**config.mk**
```make
export PLATFORM = sky130hd
export DESIGN_NAME = smv_queue
export DESIGN_NICKNAME = d
export VERILOG_FILES = /design/src/hdl/smv_pkg.sv /design/src/hdl/smv_queue.sv
export SDC_FILE = /design/constraint.sdc
export NUM_CORES = 1
export LEC_CHECK = 0
export ABC_AREA = 1
export ABC_CLOCK_PERIOD_IN_PS = 7200
export BUFFER_PORTS_ARGS = -buffer_cell sky130_fd_sc_hd__buf_4
export CAP_MARGIN = 10
export CORE_ASPECT_RATIO = 2
export CORE_UTILIZATION = 35
export DETAILED_ROUTE_END_ITERATION = 7
export PLACE_DENSITY = 0.57
export SYNTH_ARGS = -nofsm -noshare
export SYNTH_HDL_FRONTEND = slang
export SYNTH_SLANG_ARGS = --single-unit
```
**constraint.sdc**
```tcl
create_clock -name i_clk -period 7.2 [get_ports i_clk]
set_clock_uncertainty 0.1 [all_clocks]
set_input_delay 0.72 -clock i_clk [delete_from_list [all_inputs] [get_ports i_clk]]
set_output_delay 0.72 -clock i_clk [all_outputs]
set_load 0.02 [all_outputs]
```
**src/hdl/smv_pkg.sv**
```systemverilog
// Shared widths, constants and the queued operation type of the sparse matrix-vector engine
package smv_pkg;

    localparam int MAX_DIM_DEFAULT = 1024;

    localparam int FUNC_W      = 2;
    localparam int IDX_W       = 10;
    localparam int DATA_W      = 32;
    localparam int DIM_W       = 11;
    localparam int ACC_W       = 48;
    localparam int FRAC_W      = 24;
    localparam int PROD_W      = 2 * DATA_W - FRAC_W;
    localparam int CFG_IDX_W   = 1;
    localparam int QUEUE_DEPTH = 2;

    // request function codes
    localparam logic [FUNC_W-1:0] FUNC_LOAD_X = 2'd0;
    localparam logic [FUNC_W-1:0] FUNC_ENTRY  = 2'd1;
    localparam logic [FUNC_W-1:0] FUNC_READ_Y = 2'd2;
    localparam logic [FUNC_W-1:0] FUNC_SPARE  = 2'd3;

    // configuration register indexes
    localparam logic [CFG_IDX_W-1:0] CFG_DIMENSION  = 1'b0;
    localparam logic [CFG_IDX_W-1:0] CFG_LOWER_MODE = 1'b1;

    typedef enum logic [1:0] {
        OP_LOAD,
        OP_ENTRY,
        OP_ENTRY_SYM,
        OP_READ
    } t_op_kind;

    typedef struct packed {
        t_op_kind                  kind;
        logic [IDX_W-1:0]          row_index;
        logic [IDX_W-1:0]          col_index;
        logic signed [DATA_W-1:0]  data_value;
    } t_op;

endpackage

```
**src/hdl/smv_queue.sv**
```systemverilog
// Short operation queue between the front end and the back end
module smv_queue (
    input  logic          i_clk,
    input  logic          i_rst_n,
    input  logic          i_push,
    input  smv_pkg::t_op  i_op,
    input  logic          i_pop,
    output smv_pkg::t_op  o_op,
    output logic          o_full,
    output logic          o_empty
);

    localparam int DEPTH = smv_pkg::QUEUE_DEPTH;
    localparam int PTR_W = (DEPTH > 1) ? $clog2(DEPTH) : 1;
    localparam int CNT_W = $clog2(DEPTH + 1);

    smv_pkg::t_op     r_mem [DEPTH];
    logic [PTR_W-1:0] r_wptr;
    logic [PTR_W-1:0] r_rptr;
    logic [CNT_W-1:0] r_count;
    logic [PTR_W-1:0] n_wptr;
    logic [PTR_W-1:0] n_rptr;
    logic [CNT_W-1:0] n_count;
    logic             do_push;
    logic             do_pop;

    assign o_full  = (r_count == CNT_W'(DEPTH));
    assign o_empty = (r_count == '0);
    assign o_op    = r_mem[r_rptr];
    assign do_push = i_push && !o_full;
    assign do_pop  = i_pop && !o_empty;

    always_comb begin
        n_wptr  = r_wptr;
        n_rptr  = r_rptr;
        n_count = r_count;
        if (do_push) begin
            n_wptr = (r_wptr == PTR_W'(DEPTH - 1)) ? '0 : r_wptr + 1'b1;
        end
        if (do_pop) begin
            n_rptr = (r_rptr == PTR_W'(DEPTH - 1)) ? '0 : r_rptr + 1'b1;
        end
        if (do_push && !do_pop) begin
            n_count = r_count + 1'b1;
        end else if (do_pop && !do_push) begin
            n_count = r_count - 1'b1;
        end
    end

    always_ff @(posedge i_clk) begin
        if (!i_rst_n) begin
            r_wptr  <= '0;
            r_rptr  <= '0;
            r_count <= '0;
        end else begin
            r_wptr  <= n_wptr;
            r_rptr  <= n_rptr;
            r_count <= n_count;
        end
        if (do_push) begin
            r_mem[r_wptr] <= i_op;
        end
    end

endmodule

```
# Word level (Yosys, flattened, before mapping)
# Memories as Yosys holds them, arrays and structs flattened. A register that Yosys moved wholly into a read port is not among the register bits.
# Cells that the tools add are included.
[word_totals]
reg_bits = 4
ramBits = 108
in_bits = 58
out_inout_bits = 56
wordCells = 27
mem_count = 1
[mem_list]
columns = ["memory", "words", "width", "read_ports", "rd_clocked_by_memory_dff", "wr", "line_no", "source"]
rows = [
  ["r_mem", 2, 54, 1, 1, 1, "smv_queue.sv:17", "smv_pkg::t_op r_mem [DEPTH];"],
]
[op_classes]
add_sub_neg = 4
n_eq_ne = 1
mux = 8
reduce_logical = 10
[ops]
columns = ["op", "n"]
rows = [
  ["1-bit two-way mux", 6],
  ["1-bit logical AND", 4],
  ["1-bit logical NOT", 4],
  ["2-bit two-way mux", 2],
  ["1-bit adder (second input constant)", 2],
  ["2-bit by 1-bit adder with 2-bit output (second input constant)", 1],
  ["2-bit equality test (second input constant)", 1],
  ["2-bit logical NOT", 1],
  ["2-bit nonzero test", 1],
  ["2-bit by 1-bit subtractor with 2-bit output (second input constant)", 1],
]

# Longest topological paths before layout
# Gate-level depths: netlist of the first run.
[depth]
word_depth = 7
ltp_mapped = 10
mapped_depth_nobuf = 10

# Worst setup path before layout of the first run
# No wires, ideal clock.
[synth_path]
kind = "input to register"
from = "in i_push"
to = "mem r_mem[0][0] in the netlist's numbering, enable pin"
setup_time_ps = 466
t_arrival_ps = 3050
required_ps = 6634
path_slack_ps = 3585
cell_stages = 2
path_buffers = 0
path_cell_list = "o21ai_2 -> nor2_1"
[synth_between]
elab_chain_len = 3
[synth_lines]
columns = ["item", "line_no", "source"]
rows = [
  ["from (decl)", "smv_queue.sv:5", "input logic i_push,"],
  ["1-bit logical AND", "smv_queue.sv:30", "assign do_push = i_push && !o_full;"],
  ["1-bit two-way mux", "smv_queue.sv:60", "if (do_push) begin"],
  ["1-bit two-way mux (not written as such)", "smv_queue.sv:61", "r_mem[r_wptr] <= i_op;"],
  ["to (decl)", "smv_queue.sv:17", ""],
]
# Every way passes these cells.

==> results.toml, run 1 <==
[setup_path]
timing.rr.start = "r_count[0]"
rrSetupSlack_ns = 5.04
r2r_cells = 3
worstSetupEndpointType = "primary output"
worstPathRequired_ns = 6.38
criticalPathCategory = "flop to primary output"
crit_path_start_kind = "flop"
cp_max_fo = 54
r2r-end = "r_mem[1][46]"
cp.arrival_ns = 2.06

[detailed_routing]
dr.pass1.iters = 4
wl_met1_um = 2650
wl_met3_um = 469
drtAntennaViolNets = 0
vias = 2203
drcViolationCount = 0
routed_wl_um = 7890
top_layer = "met4"
drtIter0Drc = 91
drt-wirelength-per-cell_um = 16.0
wl_met2_um = 4570
via_per_inst = 4.46

[floorplan]
die_h_um = 160
die-area_um2 = 13000
io_pins = 114
rows = 57
dieWidth_um = 81.2
fp.coreArea_um2 = 12200
initial_utilization = 0.360

[grt]
antenna_found_initial = 0
grt_pass1_vias = 2236
grt_max_degree = 55
grt_pass1_wl_um = 12000
gr-total-overflow = 0
grt_usage = 0.132

[placement]
io_buffers = 113
hpwl_um = 5110
gp_congestion = 0.682
dp.cells = 462

[pwr]
peakVddDrop_uv = 235
leakage_nw = 2.37
powerDensity_nw_per_um2 = 393

[logic_synthesis]
synthArstFlopShare = 0
synth_nets = 265
synth-edff-count = 108
yosysTopAreaCellShare = 0.738
netlist_area_um2 = 4400
ys_types = 15
synth_flop_cell = "edfxtp_1"
avgSynthCellArea_um2 = 21.3
ys.warnings.count = 0
synth-seq-area-share = 0.761
synth.top_cells.by_area = "edfxtp_1 (74%), mux2_4 (17%), buf_12 (2.3%)"
yosysTopAreaCell = "edfxtp_1"
yosys_register_bits = 113
yosysMostFrequentCell = "edfxtp_1"
synth_cells = 206
synth_common_cells = "edfxtp_1 (108), mux2_4 (50), nor2_1 (11)"

[sta]
fin_crit_sh = 0.400
setup_violations = 0
fin_tns_setup_ns = 0
period_needed_ns = 2.88
rsz0062_at_grt = "false"
maxSlewHeadroom = 0.307
finalHoldViolations = 0
drv_slew = 0
worstMarginPinSlew_ns = 1.04
fmax_mhz = 348

[finish]
nets = 393
areaGrowthSynthToFinish_pct = 36.3
n_fill_cell = 1033
drive_gt1_frac = 0.588
utilization = 0.491
diodes = 0
instances_no_fill = 494

[cts]
clock_latency_ns = 0.40
postCtsHoldBufs = 0
cts-htree-levels = 4
cts_tree = "built"
cts_made_buffers = 17
cts_sinks = 113
cts_setup_buffers = 0
cts-root-buf = "clkbuf_16"
clkSlewWorstSetupHoldPaths_ns = 0.06
clockBufferDepth = 2
cts-resized-gates = 0

[job]
cap_violations = 0

[worst_hold_path]
hold_end = "r_mem[0][18]"
hold_class = "input pin to flop"
min_from = "i_op[18]"
hold_depth = 1

[run_status]
status = "finished, final reports clean"
cells in the final DEF, fill, tap and decap left out:
| cell type | n |
|---|---|
| mux2_4 | 50 |
| dfxtp_4 | 1 |
| clkbuf_16 | 17 |
| clkbuf_1 | 1 |
| a21oi_1 | 1 |
| o21ai_0 | 2 |
| dfxtp_1 | 4 |
| bufinv_16 | 5 |
| nand4_1 | 1 |
| buf_4 | 115 |
| nand2_1 | 6 |
| nor2_4 | 2 |
| clkinv_4 | 1 |
| nor2_1 | 9 |
| nand3_1 | 1 |
| o21ai_2 | 1 |
| ha_1 | 1 |
| edfxtp_1 | 108 |
| mux2_2 | 4 |
| inv_1 | 9 |
| inv_6 | 1 |
| clkinvlp_4 | 4 |
| clkinv_2 | 3 |
cell families (layout without fill, tap and decap cells):
group / Yosys count / in the layout / synth area share
AND/OR/NAND/NOR: 19 / 19 / 0.0171
flip-flops: 113 / 113 / 0.761
adder cells (fa/ha/maj): 1 / 1 / 0.00285
buffers and inverters: 15 / 156 / 0.0330
multiplexers: 54 / 54 / 0.181
AO/OA/AOI/OAI: 4 / 4 / 0.00541
worst max-delay path, stage by stage, from the launching register on:
cell and delay, ns:
dfxtp_4 0.98, mux2_2 0.43, buf_4 0.16
registers in the layout, summed over array words and instances, names as in the netlist, named ones only:
| name | cells |
|---|---|
| r_wptr | 1 |
| r_rptr | 1 |
| r_count | 2 |
| r_mem | 108 |
where the power goes:
part           internal, mW  switching, mW  total (mW)
sequential            0.834         0.0722       0.906
combinational         0.288          0.268       0.555
clock                 0.612          0.282       0.894
cell type report:
class	instances	area (µm²)	share of cell area
Tap cell	147	184	0.0307
Inverter	9	33.8	0.00564
Sequential cell	113	3350	0.559
Clock buffer	18	429	0.0716
Multi-Input combinational cell	78	922	0.154
Timing Repair Buffer	115	863	0.144
Clock inverter	14	213	0.0355
per-stage QoR:
step                      worst slack [ns]  area (µm²)  hold WS [ns]  power (mW)
after floorplan                       3.58        4400         0.367        1.30
after global placement                4.70        5350         0.376        1.48
after detailed placement              4.65        5350         0.403        1.49
after CTS                             4.29        5990         0.380        2.39
after global routing                  4.20        5990         0.376        2.46
final                                 4.32        5990         0.402        2.36
how the worst max path moves through the flow:
stage | from | end | slack [ns] | cells past startpoint
floorplan | i_push | r_mem[0][0] | 3.58 | 2
global placement | i_push | r_mem[1][35] | 4.70 | 4
detailed placement | i_push | r_mem[1][35] | 4.65 | 4
CTS | flop | o_op[37] | 4.29 | 2
global route | flop | o_op[37] | 4.20 | 2
finish | flop | o_op[37] | 4.32 | 2
metal layers:
| metal | vias up | global-route usage |
|---|---|---|
| li1 | 1044 | - |
| met1 | 1082 | 0.125 |
| met2 | 65 | 0.228 |
| met3 | 12 | 0.0511 |
| met4 | 0 | 0.0804 |
| met5 | - | 0 |
Note: power is estimated with default switching activity, not from simulation.
==> inputs of run 2 (changes only) <==
- ABC_CLOCK_PERIOD_IN_PS: 7200 -> 2900
- clock period: 7.2 -> 2.9 ns (I/O delays scaled with it)
==> results.toml, run 2 (synthesis results as in run 1) <==
[run_status]
status = "finished, final reports clean"

[detailed_routing]
drtAntennaViolNets = 0
drtIter0Drc = 109
drcViolationCount = 0
dr.pass1.iters = 4
via_per_inst = 4.39
drt-wirelength-per-cell_um = 15.3
routed_wl_um = 8410
vias = 2415

[finish]
areaGrowthSynthToFinish_pct = 46.5
drive_gt1_frac = 0.496
reg.largest.list = "r_mem (108), r_count (2)"
utilization = 0.528
final_common_cell = "buf_4"
nets = 451
largest_reg_flops = 108
regMostFlops = "r_mem"
n_fill_cell = 983
instances_no_fill = 550
diodes = 0
final_cell_mix = "buf_4 (118), edfxtp_1 (108), dlygate4sd3_1 (54)"

[worst_hold_path]
hold_depth = 3
min_from = "i_rst_n"
hold_end = "r_count[1]"
hold_class = "input pin to flop"

[cts]
cts_made_buffers = 17
clkSlewWorstSetupHoldPaths_ns = 0.05
clock_latency_ns = 0.39
cts_tree = "built"
cts-root-buf = "clkbuf_16"
cts_sinks = 113
clockBufferDepth = 2
cts-resized-gates = 0
cts-htree-levels = 4
postCtsHoldBufs = 54
cts_setup_buffers = 0

[setup_path]
cp_max_fo = 27
worstSetupEndpointType = "primary output"
crit_path_start_kind = "flop"
timing.rr.start = "r_count[1]"
criticalPathCategory = "flop to primary output"
cp.arrival_ns = 1.93
r2r-end = "r_count[1]"
r2r_cells = 9
rrSetupSlack_ns = 1.21
worstPathRequired_ns = 2.51

[placement]
hpwl_um = 5610
dp.cells = 466
gp_congestion = 0.729
io_buffers = 113

[grt]
antenna_found_initial = 0
grt_usage = 0.140
grt_pass1_wl_um = 12700
gr-total-overflow = 0
grt_pass1_vias = 2532
grt_max_degree = 37

[floorplan]
initial_utilization = 0.360
die-area_um2 = 13000
dieWidth_um = 81.2
fp.coreArea_um2 = 12200
die_h_um = 160
io_pins = 114
rows = 57

[pwr]
leakage_nw = 2.57
finalPower_mw = 5.49
powerDensity_nw_per_um2 = 853
peakVddDrop_uv = 472

[sta]
fin_crit_sh = 0.799
setup_violations = 0
rsz0062_at_grt = "false"
fmax_mhz = 432
maxSlewHeadroom = 0.656
whs_ns = 0.0536
drv_slew = 0
finalHoldViolations = 0
worstMarginPinSlew_ns = 0.516
period_needed_ns = 2.32

[job]
cap_violations = 0
run 2: worst max-delay path by stage:
stage	from	to	slack [ns]	cells after the start
after floorplan	r_count[0]	r_mem[0][0]	-0.41	2
after global placement	flop	o_op[32]	0.99	3
after detailed placement	flop	o_op[32]	0.97	3
after CTS	flop	o_op[32]	0.53	3
after global routing	flop	o_op[32]	0.50	3
final	flop	o_op[32]	0.58	3
run 2: stage by stage:
stage	setup slack (ns)	area [µm²]	TNS [ns]
3_5_place_dp	0.965	5390	0
3_3_place_gp	0.986	5390	0
2_1_floorplan	-0.407	4400	-43.98
4_1_cts	0.535	6440	0
6_report	0.583	6440	0
5_1_grt	0.496	6440	0
run 2: report_power, final:
group,leakage (nW),internal (mW),switching [mW]
Combinational,1.27,0.777,0.746
Sequential,1.05,2.07,0.128
Clock,0.253,1.14,0.631
Total,2.57,3.99,1.51
run 2: cell type report:
type / instances / area [µm²] / area share
Clock buffer: 19 / 433 / 0.0672
Clock inverter: 11 / 73.8 / 0.0115
Inverter: 9 / 33.8 / 0.00525
Multi-Input combinational cell: 78 / 922 / 0.143
Sequential cell: 113 / 3350 / 0.520
Tap cell: 147 / 184 / 0.0286
Timing Repair Buffer: 173 / 1450 / 0.225
run 2: metal layers:
layer  routed length, µm  up-vias  global-route usage
met2                5030       66               0.257
met5                   0        -                   0
met4                 237        0              0.0836
li1                    -     1159                   -
met3                 338       12              0.0483
met1                2810     1178               0.123
run 2: worst max-delay path: stages, from the launching register on:
cell and delay [ns]:
dfxtp_4 0.68, buf_4 0.33, mux2_2 0.36, buf_4 0.16
==> inputs of run 3 (changes only) <==
- ABC_CLOCK_PERIOD_IN_PS: 2900 -> 2100
- PLACE_DENSITY: 0.57 -> 0.59
- clock period: 2.9 -> 2.1 ns (I/O delays scaled with it)
==> results.toml, run 3 (synthesis results as in run 1) <==
[run_status]
status = "finished, final reports clean"

[detailed_routing]
vias = 2479
drtIter0Drc = 113
drt-wirelength-per-cell_um = 15.4
via_per_inst = 4.47
drtAntennaViolNets = 0
routed_wl_um = 8540
drcViolationCount = 0
dr.pass1.iters = 4

[floorplan]
die-area_um2 = 13000
io_pins = 114
die_h_um = 160
initial_utilization = 0.360
rows = 57
fp.coreArea_um2 = 12200
dieWidth_um = 81.2

[cts]
cts_made_buffers = 17
cts-root-buf = "clkbuf_16"
cts-htree-levels = 4
cts_tree = "built"
clock_latency_ns = 0.40
clkSlewWorstSetupHoldPaths_ns = 0.05
cts_setup_buffers = 0
cts_sinks = 113
clockBufferDepth = 2

[finish]
instances_no_fill = 554
largest_reg_flops = 108
diodes = 0
reg.largest.list = "r_mem (108), r_count (2)"
final_cell_mix = "buf_4 (117), edfxtp_1 (108), dlygate4sd3_1 (55)"
areaGrowthSynthToFinish_pct = 49.0
final_common_cell = "buf_4"
utilization = 0.537
regMostFlops = "r_mem"
drive_gt1_frac = 0.501
stdcell_area_um2 = 6550
nets = 453

[grt]
grt_usage = 0.146
grt_pass1_wl_um = 13300
grt_pass1_vias = 2714
grt_max_degree = 33
antenna_found_initial = 0
gr-total-overflow = 0

[placement]
hpwl_um = 5580
place_area_um2 = 5430
dp.cells = 467
gp_congestion = 0.704
io_buffers = 113

[setup_path]
timing.rr.start = "r_count[1]"
rrSetupSlack_ns = 0.37
worstPathRequired_ns = 1.79
r2r_cells = 6
cp_max_fo = 25
r2r-end = "r_count[0]"
criticalPathCategory = "flop to primary output"
worstSetupEndpointType = "primary output"
crit_path_start_kind = "flop"
cp.arrival_ns = 1.54

[sta]
period_needed_ns = 1.85
rsz0062_at_grt = "false"
maxSlewHeadroom = 0.696
fmax_mhz = 540
fin_crit_sh = 0.881
setup_violations = 0
finalHoldViolations = 0
worstMarginPinSlew_ns = 0.456
drv_slew = 0
whs_ns = 0.152

[pwr]
peakVddDrop_uv = 748
powerDensity_nw_per_um2 = 1210
leakage_nw = 2.61
finalPower_mw = 7.94

[job]
cap_violations = 0

[worst_hold_path]
min_from = "i_push"
hold_class = "input pin to flop"
hold_end = "r_wptr"
hold_depth = 4
-- run 3: cell types whose count changed in the layout (fill, tap and decap cells not counted), sizes merged --
cell	before	now
clkinvlp	0	3
buf	119	120
clkbuf	19	18
clkinv	10	8
dlygate4sd3	54	55
bufinv	1	3
-- run 3: cell type report --
type	count	area [µm²]
clock buffer	18	429
clock inverter	14	146
fill	989	5640
inverter	9	33.8
multi-input combinational	78	922
sequential	113	3350
tap	147	184
timing repair buffer	175	1490
-- run 3: layer usage --
layer / wire length [µm] / global-route usage / vias up
li1: - / - / 1164
met1: 2860 / 0.129 / 1216
met2: 5080 / 0.271 / 81
met3: 380 / 0.0369 / 18
met4: 226 / 0.0974 / 0
met5: 0 / 0 / -
-- run 3: worst max-delay path by stage --
stage | start | end | slack [ns]
after floorplan | r_count[0] | r_mem[0][0] | -0.31
after global placement | r_count[1] | r_count[1] | 0.54
after detailed placement | r_count[1] | r_count[1] | 0.40
after CTS | flop | o_op[37] | 0.21
after global routing | flop | o_op[37] | 0.19
final | flop | o_op[37] | 0.25
-- run 3: where the power goes --
group	total, mW	internal, mW	switching (mW)
clock network	2.75	1.83	0.922
logic	2.23	1.11	1.12
registers	2.96	2.86	0.102
total	7.94	5.80	2.15
-- run 3: stage by stage --
step	setup TNS [ns]	setup slack [ns]
2_1_floorplan	-33.30	-0.308
3_3_place_gp	0	0.543
3_5_place_dp	0	0.395
4_1_cts	0	0.214
5_1_grt	0	0.193
6_report	0	0.250
-- run 3: repair_timing --
item	4_1_cts	5_1_grt
hold endpoints to repair	112	0
gates resized for setup	0	0
hold buffers	55	0
-- run 3: worst max-delay path: stages (launching register included) --
cell,delay [ns]
dfxtp_4,0.39
buf_12,0.22
mux2_2,0.36
buf_4,0.16
