### config.mk
export PLATFORM = sky130hd
export DESIGN_NAME = smv_front_flat
export DESIGN_NICKNAME = d
export VERILOG_FILES = /design/src/hdl/smv_pkg.sv /design/src/hdl/smv_req_if.sv /design/src/hdl/smv_front.sv /design/src/flat_wrapper.sv
export SDC_FILE = /design/constraint.sdc
export NUM_CORES = 1
export LEC_CHECK = 0
export ABC_AREA = 1
export BUFFER_PORTS_ARGS = -buffer_cell sky130_fd_sc_hd__buf_2
export CORE_MARGIN = 1.5
export CORE_UTILIZATION = 39
export DETAILED_ROUTE_END_ITERATION = 8
export PLACE_DENSITY = 0.91
export SYNTH_ARGS = -nofsm -noshare
export SYNTH_HDL_FRONTEND = slang
export SYNTH_SLANG_ARGS = --single-unit
### constraint.sdc
create_clock -name vclk -period 1.4
set_input_delay 0.07 -clock vclk [all_inputs]
set_output_delay 0.07 -clock vclk [all_outputs]
set_load 0.02 [all_outputs]
### src/hdl/smv_pkg.sv
// Shared widths, constants and the queued operation type of the sparse matrix-vector engine
package smv_pkg;

    localparam int MAX_DIM_DEFAULT = 1024;

    localparam int FUNC_W      = 2;
    localparam int IDX_W       = 10;
    localparam int DATA_W      = 32;
    localparam int DIM_W       = 11;
    localparam int ACC_W       = 48;
    localparam int FRAC_W      = 24;
    localparam int PROD_W      = 2 * DATA_W - FRAC_W;
    localparam int CFG_IDX_W   = 1;
    localparam int QUEUE_DEPTH = 2;

    // request function codes
    localparam logic [FUNC_W-1:0] FUNC_LOAD_X = 2'd0;
    localparam logic [FUNC_W-1:0] FUNC_ENTRY  = 2'd1;
    localparam logic [FUNC_W-1:0] FUNC_READ_Y = 2'd2;
    localparam logic [FUNC_W-1:0] FUNC_SPARE  = 2'd3;

    // configuration register indexes
    localparam logic [CFG_IDX_W-1:0] CFG_DIMENSION  = 1'b0;
    localparam logic [CFG_IDX_W-1:0] CFG_LOWER_MODE = 1'b1;

    typedef enum logic [1:0] {
        OP_LOAD,
        OP_ENTRY,
        OP_ENTRY_SYM,
        OP_READ
    } t_op_kind;

    typedef struct packed {
        t_op_kind                  kind;
        logic [IDX_W-1:0]          row_index;
        logic [IDX_W-1:0]          col_index;
        logic signed [DATA_W-1:0]  data_value;
    } t_op;

endpackage

### src/hdl/smv_req_if.sv
// Request channel: valid/ready handshake with one input item as payload
interface smv_req_if;
    logic                               valid;
    logic                               ready;
    logic [smv_pkg::FUNC_W-1:0]         func;
    logic [smv_pkg::IDX_W-1:0]          row_index;
    logic [smv_pkg::IDX_W-1:0]          col_index;
    logic signed [smv_pkg::DATA_W-1:0]  data_value;

    modport source (output valid, func, row_index, col_index, data_value, input ready);
    modport sink   (input valid, func, row_index, col_index, data_value, output ready);
endinterface

### src/hdl/smv_front.sv
// Front end: accepts requests, range-checks them and turns them into queued operations
module smv_front #(
    parameter int MAX_DIM = smv_pkg::MAX_DIM_DEFAULT
) (
    smv_req_if.sink                    i_req,
    input  logic [smv_pkg::DIM_W-1:0]  i_dimension,
    input  logic                       i_lower_mode,
    input  logic                       i_queue_full,
    input  logic                       i_init_done,
    output logic                       o_push,
    output smv_pkg::t_op               o_op
);

    logic row_ok;
    logic col_ok;
    logic keep;

    assign row_ok = ({1'b0, i_req.row_index} < i_dimension)
                 && (32'(i_req.row_index) < 32'(MAX_DIM));
    assign col_ok = ({1'b0, i_req.col_index} < i_dimension)
                 && (32'(i_req.col_index) < 32'(MAX_DIM));

    always_comb begin
        o_op.row_index  = i_req.row_index;
        o_op.col_index  = i_req.col_index;
        o_op.data_value = i_req.data_value;
        case (i_req.func)
            smv_pkg::FUNC_LOAD_X: begin
                keep      = row_ok;
                o_op.kind = smv_pkg::OP_LOAD;
            end
            smv_pkg::FUNC_ENTRY: begin
                keep      = row_ok && col_ok;
                // mirror off-diagonal entries when only one triangle is stored
                o_op.kind = (i_lower_mode && (i_req.row_index != i_req.col_index))
                          ? smv_pkg::OP_ENTRY_SYM : smv_pkg::OP_ENTRY;
            end
            smv_pkg::FUNC_READ_Y: begin
                keep      = row_ok;
                o_op.kind = smv_pkg::OP_READ;
            end
            default: begin
                keep      = 1'b0;
                o_op.kind = smv_pkg::OP_LOAD;
            end
        endcase
    end

    assign i_req.ready = !i_queue_full && i_init_done;
    // drop out-of-range and unused requests here; they never reach the back end
    assign o_push      = i_req.valid && i_req.ready && keep;

endmodule

### src/flat_wrapper.sv
// flat-port wrapper written by rule: the top's interface ports become plain ports
module smv_front_flat 
#(
    parameter int MAX_DIM = smv_pkg::MAX_DIM_DEFAULT
)
  (i_dimension, i_lower_mode, i_queue_full, i_init_done, o_push, o_op, i_req_valid, i_req_func, i_req_row_index, i_req_col_index, i_req_data_value, i_req_ready);
  smv_req_if i_req_i ();
  input  logic [smv_pkg::DIM_W-1:0] i_dimension;
  input  logic i_lower_mode;
  input  logic i_queue_full;
  input  logic i_init_done;
  output logic o_push;
  output smv_pkg::t_op o_op;
  input wire logic [$bits(i_req_i.valid)-1:0] i_req_valid;
  input wire logic [$bits(i_req_i.func)-1:0] i_req_func;
  input wire logic [$bits(i_req_i.row_index)-1:0] i_req_row_index;
  input wire logic [$bits(i_req_i.col_index)-1:0] i_req_col_index;
  input wire logic [$bits(i_req_i.data_value)-1:0] i_req_data_value;
  output wire logic [$bits(i_req_i.ready)-1:0] i_req_ready;
  assign i_req_i.valid = i_req_valid;
  assign i_req_i.func = i_req_func;
  assign i_req_i.row_index = i_req_row_index;
  assign i_req_i.col_index = i_req_col_index;
  assign i_req_i.data_value = i_req_data_value;
  assign i_req_ready = i_req_i.ready;
  smv_front #(.MAX_DIM(MAX_DIM)) u_core (.i_req(i_req_i), .i_dimension(i_dimension), .i_lower_mode(i_lower_mode), .i_queue_full(i_queue_full), .i_init_done(i_init_done), .o_push(o_push), .o_op(o_op));
endmodule
* After elaboration in Yosys (flattened, before gate mapping)
Index checks and enable logic that the tools add are counted.
Word-level totals: register bits 0, input bits 69, output and inout bits 56
Operators by class: multiplexer cells 3, magnitude comparators 2, reductions and logical operators 8, equality and inequality tests 3
Operator list (number):
- < comparator 10 x 11 -> 1 bit | 2
- != test 10 bit | 1
- logical AND 1 bit | 5
- case mux 2 bit (2 select lines) | 1
- == test 2 x 1 -> 1 bit, second input constant | 1
- == test 2 bit, second input constant | 1
- logical NOT 2 bit | 1
- two-way mux 2 bit | 1
- case mux 1 bit (2 select lines) | 1
- OR reduction 2 bit | 1
- logical NOT 1 bit | 1

* Longest topological paths before layout
Gate-level depths: netlist (run 1).
depth after elaboration 4, mapped depth 9, gate-level depth less buffers 9

* Worst setup path before layout (run 1)
OpenSTA, ideal clock, no wires.
path kind input to output, start point input port i_dimension[6] in the netlist's numbering, end point output port o_push, cell stages on the path 9, path buffers 0, arrival 1.026 ns, setup slack 0.304 ns, cells stage by stage inv_1 -> ha_1 -> a21oi_1 -> o21ai_0 -> a21boi_0 -> nand3_1 -> nand2_1 -> nand2_1 -> inv_1
On the way: longest elaborated chain between the ends 4, elaborated cells between the ends (all ways) 5
RTL lines:
- from (decl) | line flat_wrapper.sv:8 | input logic [smv_pkg::DIM_W-1:0] i_dimension;
- < comparator 10 x 11 -> 1 bit (on tied branches) | line smv_front.sv:18, smv_front.sv:20
- logical AND 1 bit | line smv_front.sv:33 | keep = row_ok && col_ok;
- case mux 1 bit (2 select lines) * | line smv_front.sv:27 | case (i_req.func)
- logical AND 1 bit * | line smv_front.sv:51 | assign o_push = i_req.valid && i_req.ready && keep;
- to (decl) | line flat_wrapper.sv:12 | output logic o_push;
Every way passes the cells marked *; elsewhere a longest branch is shown, timed or not.

* Final worst setup path (run 1)
start point input port i_dimension[7] in the netlist's numbering, end point output port o_push
Same word-level chain as after synthesis.

==> flow_summary.html, run 1 <==
<table>
<tr><th>Metric</th><th>Value</th></tr>
<tr><th colspan="2">Timing</th></tr>
<tr><td>Final count of hold timing violations</td><td>0</td></tr>
<tr><td>Maximum achievable frequency</td><td>745 MHz</td></tr>
<tr><td>Shortest clock period the worst path allows after layout</td><td>1340 ps</td></tr>
<tr><td>Setup TNS Final</td><td>0 ps</td></tr>
<tr><td>Final Cycle Share</td><td>0.959</td></tr>
<tr><td>Number of pins with negative max-slew slack in the final report</td><td>0</td></tr>
<tr><td>Final-report setup violation count</td><td>0</td></tr>
<tr><td>Slew of the pin with the lowest slew margin</td><td>197 ps</td></tr>
<tr><td>Slew headroom</td><td>0.868</td></tr>
<tr><th colspan="2">Global route</th></tr>
<tr><td>Via count of the first global-routing pass</td><td>892</td></tr>
<tr><td>Overflow after GRT</td><td>0</td></tr>
<tr><td>Met2 usage</td><td>0.249</td></tr>
<tr><td>Pin count of the biggest net entering global routing</td><td>7</td></tr>
<tr><td>Most used routing layer</td><td>met2</td></tr>
<tr><td>Met3 Track Usage GR</td><td>0.00922</td></tr>
<tr><td>Antenna violations before repair</td><td>0</td></tr>
<tr><td>Met1 global-route usage</td><td>0.140</td></tr>
<tr><td>Global-route wire length before repair</td><td>3.41 mm</td></tr>
<tr><td>Overall track demand over capacity in global routing</td><td>0.124</td></tr>
<tr><th colspan="2">Synth</th></tr>
<tr><td>Syn_nets</td><td>263</td></tr>
<tr><td>Seq/Total Area, Yosys</td><td>0</td></tr>
<tr><td>Distinct cell type count of the synthesized netlist</td><td>18</td></tr>
<tr><td>Post-synthesis instance area</td><td>1110 µm²</td></tr>
<tr><td>Average footprint of a synthesized cell</td><td>6.47 µm²</td></tr>
<tr><td>Yosys warning total</td><td>0</td></tr>
<tr><td>Number of standard cells after synthesis</td><td>approximately 170</td></tr>
<tr><th colspan="2">Worst setup path</th></tr>
<tr><td>Crit Path Category</td><td>in2out</td></tr>
<tr><td>Critical Path Source Type</td><td>input port</td></tr>
<tr><td>Sequence of cells on the critical path</td><td>buf_2 &gt; inv_2 &gt; ha_4 &gt; nand4_1 &gt; nor2_1 &gt; nand4_1 &gt; nand3_1 &gt; nand2_1 &gt; nand2_2 &gt; inv_1 &gt; buf_6</td></tr>
<tr><td>Worst setup startpoint</td><td>i_dimension[7]</td></tr>
<tr><td>CP max FO</td><td>2</td></tr>
<tr><td>Most common cell type on the critical path</td><td>sky130_fd_sc_hd__nand4_1</td></tr>
<tr><td>Critical path endpoint category</td><td>output pin</td></tr>
<tr><td>Worst path required time</td><td>1330 ps</td></tr>
<tr><td>Max incr delay on CP</td><td>260 ps</td></tr>
<tr><td>Slowest cell on the critical path</td><td>sky130_fd_sc_hd__ha_4</td></tr>
<tr><td>Capture point of the worst path</td><td>o_push</td></tr>
<tr><td>CP arrival</td><td>~1300 ps</td></tr>
<tr><th colspan="2">Layout</th></tr>
<tr><td>Syn-to-layout area delta</td><td>10.0%</td></tr>
<tr><td>Multi-input gate area in the final layout</td><td>768 µm²</td></tr>
<tr><td>Commonest cells after routing, fill and taps aside</td><td>59 x sky130_fd_sc_hd__buf_2, 28 x sky130_fd_sc_hd__nand2_1, 20 x sky130_fd_sc_hd__inv_1</td></tr>
<tr><td>Antenna diode instance count</td><td>0</td></tr>
<tr><td>Most frequent standard cell in the layout excluding fill and tap cells</td><td>sky130_fd_sc_hd__buf_2</td></tr>
<tr><td>Net count of the finished layout</td><td>274</td></tr>
<tr><td>Area used by sequential logic in the layout</td><td>0 µm²</td></tr>
<tr><td>Proportion of layout cells with a drive suffix above 1</td><td>0.470</td></tr>
<tr><td>Final-layout clock buffer total</td><td>0</td></tr>
<tr><td>Final-layout fill cell count</td><td>269</td></tr>
<tr><td>Post-route cell area</td><td>~1200 µm²</td></tr>
<tr><td>Num sequential</td><td>0</td></tr>
<tr><th colspan="2">Detailed routing</th></tr>
<tr><td>Antenna violation net count after detailed routing</td><td>0</td></tr>
<tr><td>DR vias/cell</td><td>around 4.7</td></tr>
<tr><td># DRC</td><td>0</td></tr>
<tr><td>Number of detailed-route iterations in the first pass</td><td>4</td></tr>
<tr><td>Total via count after detailed routing</td><td>999</td></tr>
<tr><td>Drt initial violations</td><td>34</td></tr>
<tr><td>Routed wire per std cell</td><td>between 10 and 15 µm</td></tr>
<tr><td>Final wirelength</td><td>2.39 mm</td></tr>
<tr><th colspan="2">Worst hold path</th></tr>
<tr><td>Worst min-delay path class</td><td>in2out</td></tr>
<tr><th colspan="2">Power and ir drop</th></tr>
<tr><td>Part of the power in registers</td><td>0</td></tr>
<tr><td>Internal Power</td><td>0.169 mW</td></tr>
<tr><td>Leakage power total</td><td>0.701 nW</td></tr>
<tr><td>Peak supply drop</td><td>0.149 mV</td></tr>
<tr><td>NetSw</td><td>0.217 mW</td></tr>
<tr><td>Sw Share</td><td>0.562</td></tr>
<tr><td>Part of the power in the clock network</td><td>0</td></tr>
<tr><td>Power per cell area</td><td>315 nW/µm²</td></tr>
<tr><td>Combinational share of power</td><td>1.000</td></tr>
<tr><th colspan="2">Clock network</th></tr>
<tr><td>Post-CTS repair timing setup buffer count</td><td>0</td></tr>
<tr><th colspan="2">Place</th></tr>
<tr><td>Instance area after placement</td><td>1070 µm²</td></tr>
<tr><td>Estimated wirelength of the detail-placed design</td><td>a little under 2 mm</td></tr>
<tr><td>Routability congestion estimate from global placement</td><td>approximately 0.80</td></tr>
<tr><td>Port Buffers</td><td>just over 60</td></tr>
<tr><th colspan="2">Floorplan</th></tr>
<tr><td>Vertical die dimension</td><td>approximately 56 µm</td></tr>
<tr><td>FP Rows</td><td>19</td></tr>
<tr><td>Core ar.</td><td>about 2700 µm²</td></tr>
<tr><td>Die Span X</td><td>56.4 µm</td></tr>
<tr><td>I/O pin cnt</td><td>125</td></tr>
<tr><td>Starting utilization of the core area</td><td>0.407</td></tr>
<tr><td>Overall die area</td><td>3180 µm²</td></tr>
<tr><th colspan="2">Status</th></tr>
<tr><td>Run status</td><td>finished clean</td></tr>
<tr><th colspan="2">Job</th></tr>
<tr><td>Number of maximum-capacitance constraint violations</td><td>0</td></tr>
</table>
## cells by family after synthesis
kind of cell | synth area share
compound gates | 0.0775
xor+xnor | 0.0393
fa+ha+maj | 0.247
buf+inv | 0.438
simple gates | 0.198
## cells in the mapped netlist
library cell,count,share of area
sky130_fd_sc_hd__xor2_1,1,0.0079
sky130_fd_sc_hd__nand3_1,7,0.031
sky130_fd_sc_hd__xnor2_1,4,0.031
sky130_fd_sc_hd__nand4_1,3,0.017
sky130_fd_sc_hd__a21boi_0,1,0.0067
sky130_fd_sc_hd__a21oi_1,12,0.054
sky130_fd_sc_hd__inv_1,25,0.084
sky130_fd_sc_hd__o21ai_0,2,0.0090
sky130_fd_sc_hd__nand2_1,29,0.098
sky130_fd_sc_hd__and3b_1,1,0.0079
sky130_fd_sc_hd__inv_2,1,0.0034
sky130_fd_sc_hd__buf_4,52,0.35
sky130_fd_sc_hd__nand3b_1,1,0.0067
sky130_fd_sc_hd__nor2_1,8,0.027
sky130_fd_sc_hd__or2_0,1,0.0056
sky130_fd_sc_hd__nor3_1,1,0.0045
sky130_fd_sc_hd__ha_1,22,0.25
sky130_fd_sc_hd__a21oi_2,1,0.0079
## worst min path at each step
| stage | startpoint | end | slack (ps) | cells after the start |
|---|---|---|---|---|
| finish | i_req_data_value[13] | o_op[13] | 140 | 0 |
| global route | i_req_data_value[20] | o_op[20] | 140 | 0 |
| CTS | i_req_data_value[0] | o_op[0] | 140 | 0 |
| detailed placement | i_req_data_value[0] | o_op[0] | 140 | 0 |
| global placement | i_req_data_value[0] | o_op[0] | 140 | 0 |
| floorplan | i_queue_full | i_req_ready | 220 | 1 |
## cell type report
type / instances / share of cell area
inverters: 26 / 0.0817
multi-input cells: 94 / 0.627
well taps: 31 / 0.0317
repair buffers: 61 / 0.259
## power groups by stage
stage,Clock [mW],Sequential (mW),Combinational (mW)
2_1_floorplan,0,0,0.361
3_3_place_gp,0,0,0.313
3_5_place_dp,0,0,0.322
4_1_cts,0,0,0.325
5_1_grt,0,0,0.429
6_report,0,0,0.386
## layer usage
layer	vias up	routed length, µm	part of all wire
met4	0	5	0.0021
met3	2	139	0.058
li1	510	-	-
met5	-	0	0
met1	442	935	0.39
met2	45	1310	0.55
## critical path, delay by kind of cell
| family | cells | cell delay [ps] |
|---|---|---|
| buffers and inverters | 4 | 320 |
| adders and majority gates | 1 | 260 |
| and+or+nand+nor | 6 | 640 |
## through the flow
stage	worst slack, ps	util	instances	power (mW)	hold slack (ps)
3_3_place_gp	16.3	0.390	212	0.313	140
5_1_grt	-4.13	0.448	212	0.429	140
4_1_cts	28.0	0.392	212	0.325	140
6_report	57.7	0.448	212	0.386	140
2_1_floorplan	304	-	172	0.361	225
3_5_place_dp	1.06	0.390	212	0.322	140
## repair_timing
action / 4_1_cts / 5_1_grt
hold buffers: 0 / 0
pin swaps: 0 / 10
gates resized for setup: 1 / 28
setup endpoints to repair: 1 / 1
Power figures use the tool's default switching activity.
==> run 2: changes to the inputs <==
- clock period: 1.4 -> 1.6 ns (I/O delays scaled with it)
==> run 2 against run 1 <==
  * Flip-flop and latch count is the same
  * Worst hold slack gained 20 ps
  * Non-clock buffer count did not move
  * Die area stayed put
  * Core utilization is 5.8 points lower
==> flow_summary.html, run 2 (synthesis results as in run 1) <==
<table>
<tr><th>Metric</th><th>Value</th></tr>
<tr><th colspan="2">Status</th></tr>
<tr><td>Run status</td><td>finished clean</td></tr>
<tr><th colspan="2">Layout</th></tr>
<tr><td>Net count of the finished layout</td><td>274 (unchanged)</td></tr>
<tr><td>Post-route cell area</td><td>1070 µm² (-13%)</td></tr>
<tr><td>Syn-to-layout area delta</td><td>-4.16%</td></tr>
<tr><td>Area used by sequential logic in the layout</td><td>0 µm² (unchanged)</td></tr>
<tr><td>Num sequential</td><td>0 (unchanged)</td></tr>
<tr><td>Final-layout clock buffer total</td><td>0 (unchanged)</td></tr>
<tr><td>Final-layout fill cell count</td><td>307 (+14%)</td></tr>
<tr><td>Antenna diode instance count</td><td>0 (unchanged)</td></tr>
<tr><td>Multi-input gate area in the final layout</td><td>626 µm² (-19%)</td></tr>
<tr><td>Commonest cells after routing, fill and taps aside</td><td>61 x sky130_fd_sc_hd__buf_2, 29 x sky130_fd_sc_hd__nand2_1, 25 x sky130_fd_sc_hd__inv_1</td></tr>
<tr><td>Proportion of layout cells with a drive suffix above 1</td><td>0.348 (-0.122)</td></tr>
<tr><td>Most frequent standard cell in the layout excluding fill and tap cells</td><td>sky130_fd_sc_hd__buf_2</td></tr>
<tr><th colspan="2">Timing</th></tr>
<tr><td>Setup TNS Final</td><td>0 ps (unchanged)</td></tr>
<tr><td>Slew of the pin with the lowest slew margin</td><td>189 ps (-7.99 ps)</td></tr>
<tr><td>Final Cycle Share</td><td>0.876</td></tr>
<tr><td>Final-report setup violation count</td><td>0 (unchanged)</td></tr>
<tr><td>Shortest clock period the worst path allows after layout</td><td>1400 ps</td></tr>
<tr><td>Number of pins with negative max-slew slack in the final report</td><td>0 (unchanged)</td></tr>
<tr><td>Final count of hold timing violations</td><td>0 (unchanged)</td></tr>
<tr><td>Slew headroom</td><td>0.873 (+0.00442)</td></tr>
<tr><td>RSZ-0062 raised after global routing</td><td>no</td></tr>
<tr><td>Maximum achievable frequency</td><td>714 MHz</td></tr>
<tr><td>Least setup slack across all paths after layout</td><td>199 ps (+141 ps)</td></tr>
<tr><th colspan="2">Detailed routing</th></tr>
<tr><td>Drt initial violations</td><td>25 (-26%)</td></tr>
<tr><td># DRC</td><td>0 (unchanged)</td></tr>
<tr><td>DR vias/cell</td><td>4.58 (-2.8%)</td></tr>
<tr><td>Number of detailed-route iterations in the first pass</td><td>3 (-1)</td></tr>
<tr><td>Total via count after detailed routing</td><td>971 (-2.8%)</td></tr>
<tr><td>Routed wire per std cell</td><td>9.72 µm (-14%)</td></tr>
<tr><td>Antenna violation net count after detailed routing</td><td>0 (unchanged)</td></tr>
<tr><td>Final wirelength</td><td>2.06 mm (-14%)</td></tr>
<tr><th colspan="2">Worst setup path</th></tr>
<tr><td>Crit Path Category</td><td>in2out</td></tr>
<tr><td>Worst path required time</td><td>1520 ps (+190 ps)</td></tr>
<tr><td>CP arrival</td><td>1320 ps (+50 ps)</td></tr>
<tr><td>Critical path endpoint category</td><td>output pin</td></tr>
<tr><td>Critical Path Source Type</td><td>input port</td></tr>
<tr><td>CP max FO</td><td>4 (+2)</td></tr>
<tr><th colspan="2">Power and ir drop</th></tr>
<tr><td>Peak supply drop</td><td>0.113 mV (-24%)</td></tr>
<tr><td>Total Power Consumption</td><td>0.278 mW (-28%)</td></tr>
<tr><td>Leakage power total</td><td>0.699 nW (-0.26%)</td></tr>
<tr><td>Power per cell area</td><td>261 nW/µm² (-17%)</td></tr>
<tr><th colspan="2">Worst hold path</th></tr>
<tr><td>Worst Hold Path Cells</td><td>0 (unchanged)</td></tr>
<tr><td>Source of the worst hold timing path</td><td>i_req_data_value[27]</td></tr>
<tr><td>Min-Delay Endpoint</td><td>o_op[27]</td></tr>
<tr><td>Worst min-delay path class</td><td>in2out</td></tr>
<tr><th colspan="2">Clock network</th></tr>
<tr><td>CTS hold repair buffers</td><td>0 (unchanged)</td></tr>
<tr><td>Post-CTS repair timing setup buffer count</td><td>0 (unchanged)</td></tr>
<tr><td>Number of gates resized after CTS</td><td>0 (-1)</td></tr>
<tr><th colspan="2">Global route</th></tr>
<tr><td>Pin count of the biggest net entering global routing</td><td>7 (unchanged)</td></tr>
<tr><td>Via count of the first global-routing pass</td><td>881 (-1.2%)</td></tr>
<tr><td>Global-route wire length before repair</td><td>3.46 mm (+1.6%)</td></tr>
<tr><td>Overflow after GRT</td><td>0 (unchanged)</td></tr>
<tr><td>Overall track demand over capacity in global routing</td><td>0.127 (+0.00237)</td></tr>
<tr><td>Antenna violations before repair</td><td>0 (unchanged)</td></tr>
<tr><th colspan="2">Floorplan</th></tr>
<tr><td>FP Rows</td><td>19 (unchanged)</td></tr>
<tr><td>Vertical die dimension</td><td>56.4 µm (unchanged)</td></tr>
<tr><td>Overall die area</td><td>3180 µm² (unchanged)</td></tr>
<tr><td>Die Span X</td><td>56.4 µm (unchanged)</td></tr>
<tr><td>I/O pin cnt</td><td>125 (unchanged)</td></tr>
<tr><td>Starting utilization of the core area</td><td>0.407 (unchanged)</td></tr>
<tr><td>Core ar.</td><td>2730 µm² (unchanged)</td></tr>
<tr><th colspan="2">Place</th></tr>
<tr><td>Estimated wirelength of the detail-placed design</td><td>1.93 mm (-0.69%)</td></tr>
<tr><td>Instance area after placement</td><td>1070 µm² (unchanged)</td></tr>
<tr><td>Port Buffers</td><td>61 (unchanged)</td></tr>
<tr><td>Worst Setup Slack post-DPL</td><td>191 ps (+190 ps)</td></tr>
<tr><td>Routability congestion estimate from global placement</td><td>0.792 (-0.36%)</td></tr>
<tr><th colspan="2">Job</th></tr>
<tr><td>Number of maximum-capacitance constraint violations</td><td>0 (unchanged)</td></tr>
</table>
[run 2: layout make-up]
cell class                      count  share of cell area
Timing Repair Buffer               61               0.286
Multi-Input combinational cell     94               0.586
Tap cell                           31              0.0363
Inverter                           26              0.0914
[run 2: metal layers]
metal	part of all wire	vias to the layer above	GRT usage
met5	0	-	0
li1	-	508	-
met4	0.0024	0	0.0102
met3	0.062	2	0.00691
met1	0.41	418	0.155
met2	0.52	43	0.248
[run 2: worst max-delay path by stage]
stage | startpoint | to | cells past startpoint
final | i_req_row_index[9] | o_push | 10
after global routing | i_dimension[6] | o_push | 11
after CTS | i_dimension[9] | o_push | 11
after detailed placement | i_dimension[9] | o_push | 11
after global placement | i_dimension[9] | o_push | 11
after floorplan | i_dimension[6] | o_push | 9
[run 2: critical path: stages]
cell	delay [ps]
sky130_fd_sc_hd__buf_2	120
sky130_fd_sc_hd__ha_1	290
sky130_fd_sc_hd__nand3_1	100
sky130_fd_sc_hd__nor3_1	160
sky130_fd_sc_hd__nand3_1	100
sky130_fd_sc_hd__a21oi_1	150
sky130_fd_sc_hd__nor2_1	60
sky130_fd_sc_hd__nand2_1	80
sky130_fd_sc_hd__inv_1	40
sky130_fd_sc_hd__buf_2	150
[run 2: stage by stage]
step            util  std cells  hold slack [ps]
3_3_place_gp   0.390        212              160
2_1_floorplan      -        172              245
3_5_place_dp   0.390        212              160
4_1_cts        0.390        212              160
6_report       0.390        212              160
5_1_grt        0.390        212              160
[run 2: power breakdown]
group	internal [mW]	switching [mW]
registers	0	0
logic	0.117	0.161
clock network	0	0
